===== src/rtl/bbc_pkg.sv =====
// ----------------------------------------------------------------------------
// bbc_pkg: shared types and mapping functions
// Status codes, the queued operation word and the byte/code point maps of
// the byte-level BPE byte codec.
// ----------------------------------------------------------------------------
package bbc_pkg;

  typedef enum logic [2:0] {
    StOk       = 3'd0,
    StBadLead  = 3'd1,
    StTrunc    = 3'd2,
    StBadCont  = 3'd3,
    StUnmapped = 3'd4
  } status_e;

  // One queued operation: one output word, or two when two_words is set.
  typedef struct packed {
    logic       two_words;
    logic [7:0] byte0;
    logic [7:0] byte1;
    status_e    status;
  } op_t;

  // Head of the queue as seen by the back end.
  typedef struct packed {
    logic valid;
    op_t  op;
  } q_head_t;

  typedef struct packed {
    logic       ok;
    logic [7:0] value;
  } map_t;

  // Raw byte to display code point (33..323).
  function automatic logic [8:0] byte_to_cp(input logic [7:0] b);
    logic [8:0] cp;
    if (b <= 8'd32) begin
      cp = 9'd256 + {1'b0, b};
    end else if (b >= 8'd127 && b <= 8'd160) begin
      cp = {1'b0, b} + 9'd162;
    end else if (b == 8'd173) begin
      cp = 9'd323;
    end else begin
      cp = {1'b0, b};
    end
    return cp;
  endfunction

  // Display code point back to raw byte; ok low when unmapped.
  function automatic map_t cp_to_byte(input logic [20:0] cp);
    map_t       m;
    logic [6:0] idx;
    idx     = cp[6:0];
    m.ok    = 1'b0;
    m.value = cp[7:0];
    if (cp < 21'd256) begin
      m.ok = (cp >= 21'd33 && cp <= 21'd126) || (cp >= 21'd161 && cp <= 21'd172) ||
             (cp >= 21'd174);
    end else if (cp <= 21'd323) begin
      m.ok = 1'b1;
      if (idx < 7'd33) begin
        m.value = {1'b0, idx};
      end else if (idx < 7'd67) begin
        m.value = {1'b0, idx} + 8'd94;
      end else begin
        m.value = 8'd173;
      end
    end
    return m;
  endfunction

endpackage


===== src/rtl/bbc_ifs.sv =====
// ----------------------------------------------------------------------------
// bbc interfaces: input, output and configuration channels
// Valid/ready channels; a word moves when valid and ready are both high.
// ----------------------------------------------------------------------------
interface bbc_in_if;
  logic       valid;
  logic       ready;
  logic [7:0] in_byte;
  logic       end_of_string;
  modport source (output valid, in_byte, end_of_string, input ready);
  modport sink   (input valid, in_byte, end_of_string, output ready);
endinterface

interface bbc_out_if;
  logic       valid;
  logic       ready;
  logic [7:0] out_byte;
  logic       last;
  logic [2:0] status;
  modport source (output valid, out_byte, last, status, input ready);
  modport sink   (input valid, out_byte, last, status, output ready);
endinterface

interface bbc_cfg_if;
  logic valid;
  logic ready;
  logic direction;
  modport source (output valid, direction, input ready);
  modport sink   (input valid, direction, output ready);
endinterface


===== src/rtl/byte_level_bpe_byte_codec.sv =====
// ----------------------------------------------------------------------------
// byte_level_bpe_byte_codec: byte-level BPE byte/display transcoder
// Top level joining front end, operation queue and output sequencer.
// ----------------------------------------------------------------------------
// In encode mode (direction 0) each input word yields one output word for
// code points below 128 and two words otherwise; in decode mode (direction
// 1) it takes one input word per cycle while the queue has room and yields
// at most one output word each. An input word is taken whenever the
// operation queue has room, even while an output word waits. An accepted
// word is registered in the queue and then in the sequencer's output
// register before output valid rises. Write the direction only while the
// block is idle; every write also resets the decoder.
module byte_level_bpe_byte_codec #(
  parameter int QueueDepth = 2
) (
  input  logic       clk_i,
  input  logic       rst_ni,
  bbc_in_if.sink     byte_in_i,
  bbc_out_if.source  byte_out_o,
  bbc_cfg_if.sink    cfg_i
);

  logic             push, full, pop;
  bbc_pkg::op_t     op;
  bbc_pkg::q_head_t head;

  // classify input words and run the UTF-8 gatherer
  bbc_front u_front (
    .clk_i    (clk_i),
    .rst_ni   (rst_ni),
    .in_ch    (byte_in_i),
    .cfg_ch   (cfg_i),
    .q_full_i (full),
    .push_o   (push),
    .op_o     (op)
  );

  // hold pending operations while the output side stalls
  bbc_queue #(
    .Depth (QueueDepth)
  ) u_queue (
    .clk_i  (clk_i),
    .rst_ni (rst_ni),
    .push_i (push),
    .op_i   (op),
    .full_o (full),
    .pop_i  (pop),
    .head_o (head)
  );

  // advance through each operation one output word per cycle while the output side is ready
  bbc_back u_back (
    .clk_i  (clk_i),
    .rst_ni (rst_ni),
    .head_i (head),
    .pop_o  (pop),
    .out_ch (byte_out_o)
  );

endmodule


===== src/rtl/bbc_front.sv =====
// ----------------------------------------------------------------------------
// bbc_front: accept and classify input bytes
// Maps raw bytes in encode mode and runs the UTF-8 gatherer in decode mode,
// pushing at most one operation per accepted word into the queue.
// ----------------------------------------------------------------------------
module bbc_front (
  input  logic          clk_i,
  input  logic          rst_ni,
  bbc_in_if.sink        in_ch,
  bbc_cfg_if.sink       cfg_ch,
  input  logic          q_full_i,
  output logic          push_o,
  output bbc_pkg::op_t  op_o
);

  logic        dir_q;
  logic [1:0]  pend_q, pend_d;
  logic [20:0] acc_q, acc_d;
  logic        accept;
  logic [7:0]  b;
  logic [8:0]  enc_cp;
  logic [20:0] acc_next;
  bbc_pkg::map_t m;

  assign in_ch.ready  = !q_full_i;
  assign cfg_ch.ready = 1'b1;
  assign accept       = in_ch.valid && in_ch.ready;
  assign b            = in_ch.in_byte;
  assign enc_cp       = bbc_pkg::byte_to_cp(b);
  assign acc_next     = (pend_q == 2'd0) ? {13'd0, b} : {acc_q[14:0], b[5:0]};
  assign m            = bbc_pkg::cp_to_byte(acc_next);

  always_comb begin
    pend_d          = pend_q;
    acc_d           = acc_q;
    push_o          = 1'b0;
    op_o.two_words  = 1'b0;
    op_o.byte0      = 8'd0;
    op_o.byte1      = 8'd0;
    op_o.status     = bbc_pkg::StOk;
    if (accept) begin
      if (!dir_q) begin
        push_o = 1'b1;
        if (enc_cp < 9'd128) begin
          op_o.byte0 = enc_cp[7:0];
        end else begin
          op_o.two_words = 1'b1;
          op_o.byte0     = 8'hC0 | {5'd0, enc_cp[8:6]};
          op_o.byte1     = 8'h80 | {2'd0, enc_cp[5:0]};
        end
      end else if (pend_q == 2'd0) begin
        if (b[7] == 1'b0) begin
          // single-byte code point: finish at once
          push_o = 1'b1;
          if (m.ok) op_o.byte0 = m.value;
          else      op_o.status = bbc_pkg::StUnmapped;
          acc_d = 21'd0;
        end else if (b[7:5] == 3'b110 || b[7:4] == 4'b1110 || b[7:3] == 5'b11110) begin
          if (b[5] == 1'b0) begin
            pend_d = 2'd1;
            acc_d  = {16'd0, b[4:0]};
          end else if (b[4] == 1'b0) begin
            pend_d = 2'd2;
            acc_d  = {17'd0, b[3:0]};
          end else begin
            pend_d = 2'd3;
            acc_d  = {18'd0, b[2:0]};
          end
          if (in_ch.end_of_string) begin
            push_o      = 1'b1;
            op_o.status = bbc_pkg::StTrunc;
            pend_d      = 2'd0;
            acc_d       = 21'd0;
          end
        end else begin
          push_o      = 1'b1;
          op_o.status = bbc_pkg::StBadLead;
          acc_d       = 21'd0;
        end
      end else if (b[7:6] != 2'b10) begin
        // drop the offending byte and reset the gatherer
        push_o      = 1'b1;
        op_o.status = bbc_pkg::StBadCont;
        pend_d      = 2'd0;
        acc_d       = 21'd0;
      end else begin
        pend_d = pend_q - 2'd1;
        acc_d  = acc_next;
        if (pend_q == 2'd1) begin
          push_o = 1'b1;
          if (m.ok) op_o.byte0 = m.value;
          else      op_o.status = bbc_pkg::StUnmapped;
          acc_d = 21'd0;
        end else if (in_ch.end_of_string) begin
          push_o      = 1'b1;
          op_o.status = bbc_pkg::StTrunc;
          pend_d      = 2'd0;
          acc_d       = 21'd0;
        end
      end
    end
  end

  always_ff @(posedge clk_i or negedge rst_ni) begin
    if (!rst_ni) begin
      dir_q  <= 1'b0;
      pend_q <= 2'd0;
      acc_q  <= 21'd0;
    end else if (cfg_ch.valid && cfg_ch.ready) begin
      dir_q  <= cfg_ch.direction;
      pend_q <= 2'd0;
      acc_q  <= 21'd0;
    end else begin
      pend_q <= pend_d;
      acc_q  <= acc_d;
    end
  end

  a_eos_idle: assert property (@(posedge clk_i) disable iff (!rst_ni)
    accept && in_ch.end_of_string && !(cfg_ch.valid && cfg_ch.ready) |=> pend_q == 2'd0)
    else $error("decoder not idle after end of string");

endmodule


===== src/rtl/bbc_queue.sv =====
// ----------------------------------------------------------------------------
// bbc_queue: short operation queue
// Decouples the front end from the output sequencer.
// ----------------------------------------------------------------------------
module bbc_queue #(
  parameter int Depth = 2
) (
  input  logic              clk_i,
  input  logic              rst_ni,
  input  logic              push_i,
  input  bbc_pkg::op_t      op_i,
  output logic              full_o,
  input  logic              pop_i,
  output bbc_pkg::q_head_t  head_o
);

  localparam int PtrW = (Depth > 1) ? $clog2(Depth) : 1;
  localparam int CntW = $clog2(Depth + 1);

  bbc_pkg::op_t    mem_q [Depth];
  logic [PtrW-1:0] wr_q, rd_q;
  logic [CntW-1:0] cnt_q;
  logic            do_push, do_pop;

  assign full_o      = (cnt_q == CntW'(Depth));
  assign head_o.valid = (cnt_q != '0);
  assign head_o.op    = mem_q[rd_q];
  assign do_push     = push_i && !full_o;
  assign do_pop      = pop_i && head_o.valid;

  always_ff @(posedge clk_i) begin
    if (do_push) mem_q[wr_q] <= op_i;
  end

  always_ff @(posedge clk_i or negedge rst_ni) begin
    if (!rst_ni) begin
      wr_q  <= '0;
      rd_q  <= '0;
      cnt_q <= '0;
    end else begin
      if (do_push) wr_q <= (wr_q == PtrW'(Depth - 1)) ? '0 : wr_q + 1'b1;
      if (do_pop)  rd_q <= (rd_q == PtrW'(Depth - 1)) ? '0 : rd_q + 1'b1;
      if (do_push && !do_pop)      cnt_q <= cnt_q + 1'b1;
      else if (do_pop && !do_push) cnt_q <= cnt_q - 1'b1;
    end
  end

  a_no_overflow: assert property (@(posedge clk_i) disable iff (!rst_ni)
    cnt_q <= CntW'(Depth))
    else $error("queue count beyond depth");

  a_push_room: assert property (@(posedge clk_i) disable iff (!rst_ni)
    push_i |-> !full_o)
    else $error("operation pushed into a full queue");

endmodule


===== src/rtl/bbc_back.sv =====
// ----------------------------------------------------------------------------
// bbc_back: output sequencer
// Pops operations and drives one output word per cycle from a register while ready is high.
// ----------------------------------------------------------------------------
module bbc_back (
  input  logic              clk_i,
  input  logic              rst_ni,
  input  bbc_pkg::q_head_t  head_i,
  output logic              pop_o,
  bbc_out_if.source         out_ch
);

  bbc_pkg::op_t cur_q;
  logic         busy_q, phase_q;
  logic         fire, done, load;

  assign out_ch.valid    = busy_q;
  assign out_ch.out_byte = phase_q ? cur_q.byte1 : cur_q.byte0;
  assign out_ch.last     = !cur_q.two_words || phase_q;
  assign out_ch.status   = cur_q.status;

  assign fire  = out_ch.valid && out_ch.ready;
  assign done  = fire && out_ch.last;
  assign load  = !busy_q || done;
  assign pop_o = load && head_i.valid;

  always_ff @(posedge clk_i) begin
    if (load) cur_q <= head_i.op;
  end

  always_ff @(posedge clk_i or negedge rst_ni) begin
    if (!rst_ni) begin
      busy_q  <= 1'b0;
      phase_q <= 1'b0;
    end else if (load) begin
      busy_q  <= head_i.valid;
      phase_q <= 1'b0;
    end else if (fire) begin
      phase_q <= 1'b1;
    end
  end

  a_second_half: assert property (@(posedge clk_i) disable iff (!rst_ni)
    fire && !out_ch.last |=> out_ch.valid && phase_q)
    else $error("second word of a pair lost");

endmodule

===== src/flat_wrapper.sv =====
// flat-port wrapper written by rule: the top's interface ports become plain ports
module byte_level_bpe_byte_codec_flat 
#(
  parameter int QueueDepth = 2
)
  (clk_i, rst_ni, byte_in_i_valid, byte_in_i_in_byte, byte_in_i_end_of_string, byte_in_i_ready, byte_out_o_valid, byte_out_o_out_byte, byte_out_o_last, byte_out_o_status, byte_out_o_ready, cfg_i_valid, cfg_i_direction, cfg_i_ready);
  bbc_in_if byte_in_i_i ();
  bbc_out_if byte_out_o_i ();
  bbc_cfg_if cfg_i_i ();
  input  logic clk_i;
  input  logic rst_ni;
  input wire logic [$bits(byte_in_i_i.valid)-1:0] byte_in_i_valid;
  input wire logic [$bits(byte_in_i_i.in_byte)-1:0] byte_in_i_in_byte;
  input wire logic [$bits(byte_in_i_i.end_of_string)-1:0] byte_in_i_end_of_string;
  output wire logic [$bits(byte_in_i_i.ready)-1:0] byte_in_i_ready;
  output wire logic [$bits(byte_out_o_i.valid)-1:0] byte_out_o_valid;
  output wire logic [$bits(byte_out_o_i.out_byte)-1:0] byte_out_o_out_byte;
  output wire logic [$bits(byte_out_o_i.last)-1:0] byte_out_o_last;
  output wire logic [$bits(byte_out_o_i.status)-1:0] byte_out_o_status;
  input wire logic [$bits(byte_out_o_i.ready)-1:0] byte_out_o_ready;
  input wire logic [$bits(cfg_i_i.valid)-1:0] cfg_i_valid;
  input wire logic [$bits(cfg_i_i.direction)-1:0] cfg_i_direction;
  output wire logic [$bits(cfg_i_i.ready)-1:0] cfg_i_ready;
  assign byte_in_i_i.valid = byte_in_i_valid;
  assign byte_in_i_i.in_byte = byte_in_i_in_byte;
  assign byte_in_i_i.end_of_string = byte_in_i_end_of_string;
  assign byte_in_i_ready = byte_in_i_i.ready;
  assign byte_out_o_valid = byte_out_o_i.valid;
  assign byte_out_o_out_byte = byte_out_o_i.out_byte;
  assign byte_out_o_last = byte_out_o_i.last;
  assign byte_out_o_status = byte_out_o_i.status;
  assign byte_out_o_i.ready = byte_out_o_ready;
  assign cfg_i_i.valid = cfg_i_valid;
  assign cfg_i_i.direction = cfg_i_direction;
  assign cfg_i_ready = cfg_i_i.ready;
  byte_level_bpe_byte_codec #(.QueueDepth(QueueDepth)) u_core (.clk_i(clk_i), .rst_ni(rst_ni), .byte_in_i(byte_in_i_i), .byte_out_o(byte_out_o_i), .cfg_i(cfg_i_i));
endmodule

===== config.mk =====
export PLATFORM = sky130hd
export DESIGN_NAME = byte_level_bpe_byte_codec_flat
export DESIGN_NICKNAME = d
export VERILOG_FILES = /design/src/rtl/bbc_pkg.sv /design/src/rtl/bbc_ifs.sv /design/src/rtl/byte_level_bpe_byte_codec.sv /design/src/rtl/bbc_front.sv /design/src/rtl/bbc_queue.sv /design/src/rtl/bbc_back.sv /design/src/flat_wrapper.sv
export SDC_FILE = /design/constraint.sdc
export NUM_CORES = 1
export LEC_CHECK = 0
export BUFFER_PORTS_ARGS = -buffer_cell sky130_fd_sc_hd__buf_2
export CORE_UTILIZATION = 35
export DETAILED_ROUTE_END_ITERATION = 8
export GPL_ROUTABILITY_DRIVEN = 0
export PLACE_DENSITY = 0.52
export SETUP_SLACK_MARGIN = 0.5
export SLEW_MARGIN = 20
export SYNTH_ARGS = -nofsm -noshare
export SYNTH_HDL_FRONTEND = slang
export SYNTH_SLANG_ARGS = --single-unit

===== constraint.sdc =====
create_clock -name clk_i -period 3.36 [get_ports clk_i]
set_clock_uncertainty 0.05 [all_clocks]
set_input_delay 0.168 -clock clk_i [delete_from_list [all_inputs] [get_ports clk_i]]
set_output_delay 0.168 -clock clk_i [all_outputs]
set_load 0.02 [all_outputs]

==> impl_metrics.json <==
{
  "crit_fanout": 12,
  "finalSetupTns_ns": 0,
  "dieArea_um2": 12500,
  "worstPathRequired_ns": 3.36,
  "pre_cts_slack_ns": 0.320,
  "max-vdd-ir-drop_uv": 275,
  "track_usage_pct": 15.8,
  "routed-via-count": 3053,
  "synth-main-ff-cell": "edfxtp_1",
  "worst_slack_ns": 0.595,
  "worst_path_most_repeated_cell": "a211oi_4",
  "critPathTopFamily": "compound AO/OA/AOI/OAI gates",
  "layout.cells.non_filler": 551,
  "ys_warn_count": 0,
  "regArea_um2": 2220,
  "grt-ovfl-total": 0,
  "cp.arrival_ns": 2.77,
  "finalPower_mw": 3.27,
  "wire_per_inst_um": 17.5,
  "synth_top_area_share_pct": 38.6,
  "fillers": 1076,
  "violations": "design-rule violations",
  "path_class": "register to register",
  "critical_path_buf_inv_count": 3,
  "utilization_pct": 42.7,
  "worst_pin_slew_ns": 0.803,
  "drt_iter0_drc": 242,
  "dp_hpwl_mm": 6.47,
  "p_leak_nw": 1.83,
  "yosysMostFrequentCell": "edfxtp_1",
  "worst_setup_path_end_kind": "register",
  "numCtsBuffers": 9,
  "rows": 39,
  "syn_avg_cell_area_um2": 11.3,
  "fp.dieH_um": 112,
  "grt_antenna_before_repair": 0,
  "syn2layout_area_growth_pct": 17.6,
  "drtAntennaViolNets": 0,
  "placed_area_um2": 4470,
  "min_period_ns": 2.76,
  "post-route-drc-count": 4,
  "maxSlewHeadroom_pct": 46.5,
  "hp-class": "primary input to register",
  "multiInputGateArea_um2": 1950,
  "port_buffers": 28,
  "top_level_ports": 30,
  "coreArea_um2": 11600,
  "synth_fp_nets": 395,
  "seq_area_frac_synth_pct": 52.8,
  "grt_max_degree": 25,
  "yosys_register_bits": 78,
  "synth_area_leaders": "edfxtp_1, dfrtp_1, mux2_2",
  "clockRootBuffer": "clkbuf_16",
  "crit_slowest_cell": "a2111oi_4",
  "clkSinkCount": 78,
  "clock_path_buffers": 2,
  "finalInstanceArea_um2": 4940,
  "finalWirelength_mm": 9.66,
  "netlist_instances": 373,
  "synthTopCellsByCount": "edfxtp_1, nor2_1, a21oi_1, mux2_2, dfrtp_1",
  "antennaDiodeCount": 0,
  "yosysTopAreaCell": "edfxtp_1",
  "outcome": "finished with violations",
  "drt_first_pass_iters": 7,
  "crit_path_start_kind": "register",
  "synth_cell_type_count": 64,
  "slew_violations": 0,
  "clkLatencyLatePin_ns": 0.33,
  "fin_crit_sh_pct": 82.3,
  "synth_edf_count": 54,
  "via_per_inst": 5.54,
  "slowest_delay_ns": 0.45,
  "ys_async_sr_fraction_pct": 30.8,
  "maxCapViolCount": 0,
  "grt_pass1_vias": 2857,
  "syn_area_um2": 4210,
  "cp_cell_sequence": "inv_2, ha_4, buf_12, or3b_4, a211oi_4, a21oi_2, a2111oi_4, a211oi_4, buf_4, nand3_1, a21oi_1",
  "die_w_um": 112,
  "placedCellCount": 528,
  "tritoncts": "yes",
  "max_freq_ghz": 0.362,
  "drive_above_1_share_pct": 26.5,
  "rsz0062_at_grt": "yes",
  "start_util_pct": 36.4,
  "power.density_nw_per_um2": 660,
  "hold_slack_ns": 0.0222,
  "setup_viol": 0,
  "cts_max_level": 3,
  "num-nets-final": 425,
  "finalHoldViolCount": 0,
  "grt_pass1_wl_mm": 15.2,
  "cts.clk_slew.worst_paths_ns": 0.05
}
-- power breakdown --
part	internal, mW	total, mW	switching, mW
combinational	0.404	0.923	0.519
sequential	1.36	1.51	0.142
clock	0.502	0.837	0.334
-- flip-flops by register name, indices dropped and copies added (netlist names) --
name / count
u_core.u_queue.mem_q: 36
u_core.u_back.cur_q: 15
u_core.u_front.acc_q: 15
u_core.u_back.out_ch.status: 3
u_core.u_front.pend_q: 2
u_core.u_queue.cnt_q: 2
u_core.u_back.out_ch.valid: 1
u_core.u_back.phase_q: 1
u_core.u_front.dir_q: 1
u_core.u_queue.rd_q: 1
u_core.u_queue.wr_q: 1
-- placed cells by master (no fill, tap or decap), types with 3 or more instances in the layout --
| master | Yosys | final |
|---|---|---|
| xnor2_1 | 5 | 5 |
| a31oi_1 | 6 | 6 |
| nand2_1 | 17 | 17 |
| nor3_1 | 14 | 11 |
| nor2b_1 | 6 | 6 |
| o21bai_1 | 3 | 3 |
| a22o_1 | 5 | 5 |
| a22oi_1 | 10 | 10 |
| buf_2 | 5 | 28 |
| o21ai_0 | 8 | 7 |
| clkbuf_1 | 13 | 6 |
| nand3_1 | 11 | 11 |
| clkbuf_16 | 0 | 10 |
| mux2i_1 | 4 | 4 |
| nor4_1 | 5 | 5 |
| nor3_2 | 0 | 3 |
| edfxtp_1 | 54 | 54 |
| mux2_2 | 28 | 28 |
| inv_1 | 13 | 12 |
| and2_1 | 3 | 3 |
| o211ai_1 | 3 | 3 |
| nor2_1 | 40 | 39 |
| a21o_1 | 6 | 6 |
| ha_1 | 7 | 6 |
| dfrtp_1 | 24 | 24 |
| buf_4 | 4 | 11 |
| nand2b_1 | 4 | 4 |
| a21oi_2 | 1 | 5 |
| a21oi_1 | 28 | 24 |
-- repair_timing --
action,CTS,global route
setup endpoints to repair,18,18
pin swaps,1,8
hold buffers,1,0
hold endpoints to repair,24,0
gates resized for setup,6,19
cloned,0,1
setup buffers,0,5
-- cell families after synthesis --
logic type | synth area share [%]
AND/OR/NAND/NOR | 16.1
AO/OA/AOI/OAI | 15.0
flip-flops | 52.8
buffers and inverters | 3.99
multiplexers | 8.45
adder cells (fa/ha/maj) | 2.08
XOR/XNOR | 1.46
other | 0.0892
-- routing by layer --
metal / share of wire (%) / track usage [%] / routed length [um]
met3: 4.7 / 4.14 / 453
met5: 0 / 0 / 0
met4: 1.9 / 6.49 / 180
met2: 47 / 24.4 / 4580
met1: 46 / 21.2 / 4440
-- worst paths after layout --
kind,to,cells after the start,start,slack [ns]
setup / recovery,u_core.u_queue.mem_q[1][11],11,u_core.u_front.pend_q[0],0.60
hold / removal,u_core.u_back.phase_q,3,byte_out_o_ready,0.02
setup reg to reg,u_core.u_queue.mem_q[1][11],11,u_core.u_front.pend_q[0],0.60
hold reg to reg,u_core.u_queue.wr_q,1,u_core.u_queue.wr_q,0.46
max in group asynchronous,u_core.u_front.acc_q[1],2,rst_ni,2.56
min in group asynchronous,u_core.u_back.phase_q,2,rst_ni,0.31
-- tightest hold or removal path, cell delays in order --
cell and delay, ns:
buf_2 0.09, nor2_1 0.03, nor2_1 0.07
-- layout make-up --
class                   count  share of cell area (%)
multi-input cells         258                    39.5
inverters                  13                   0.987
flip-flops and latches     78                    45.0
well taps                 143                    3.62
repair buffers             43                    5.72
clock buffers              15                    5.01
clock inverters             1                   0.177
No activity file was read; power rests on OpenSTA's default activity.
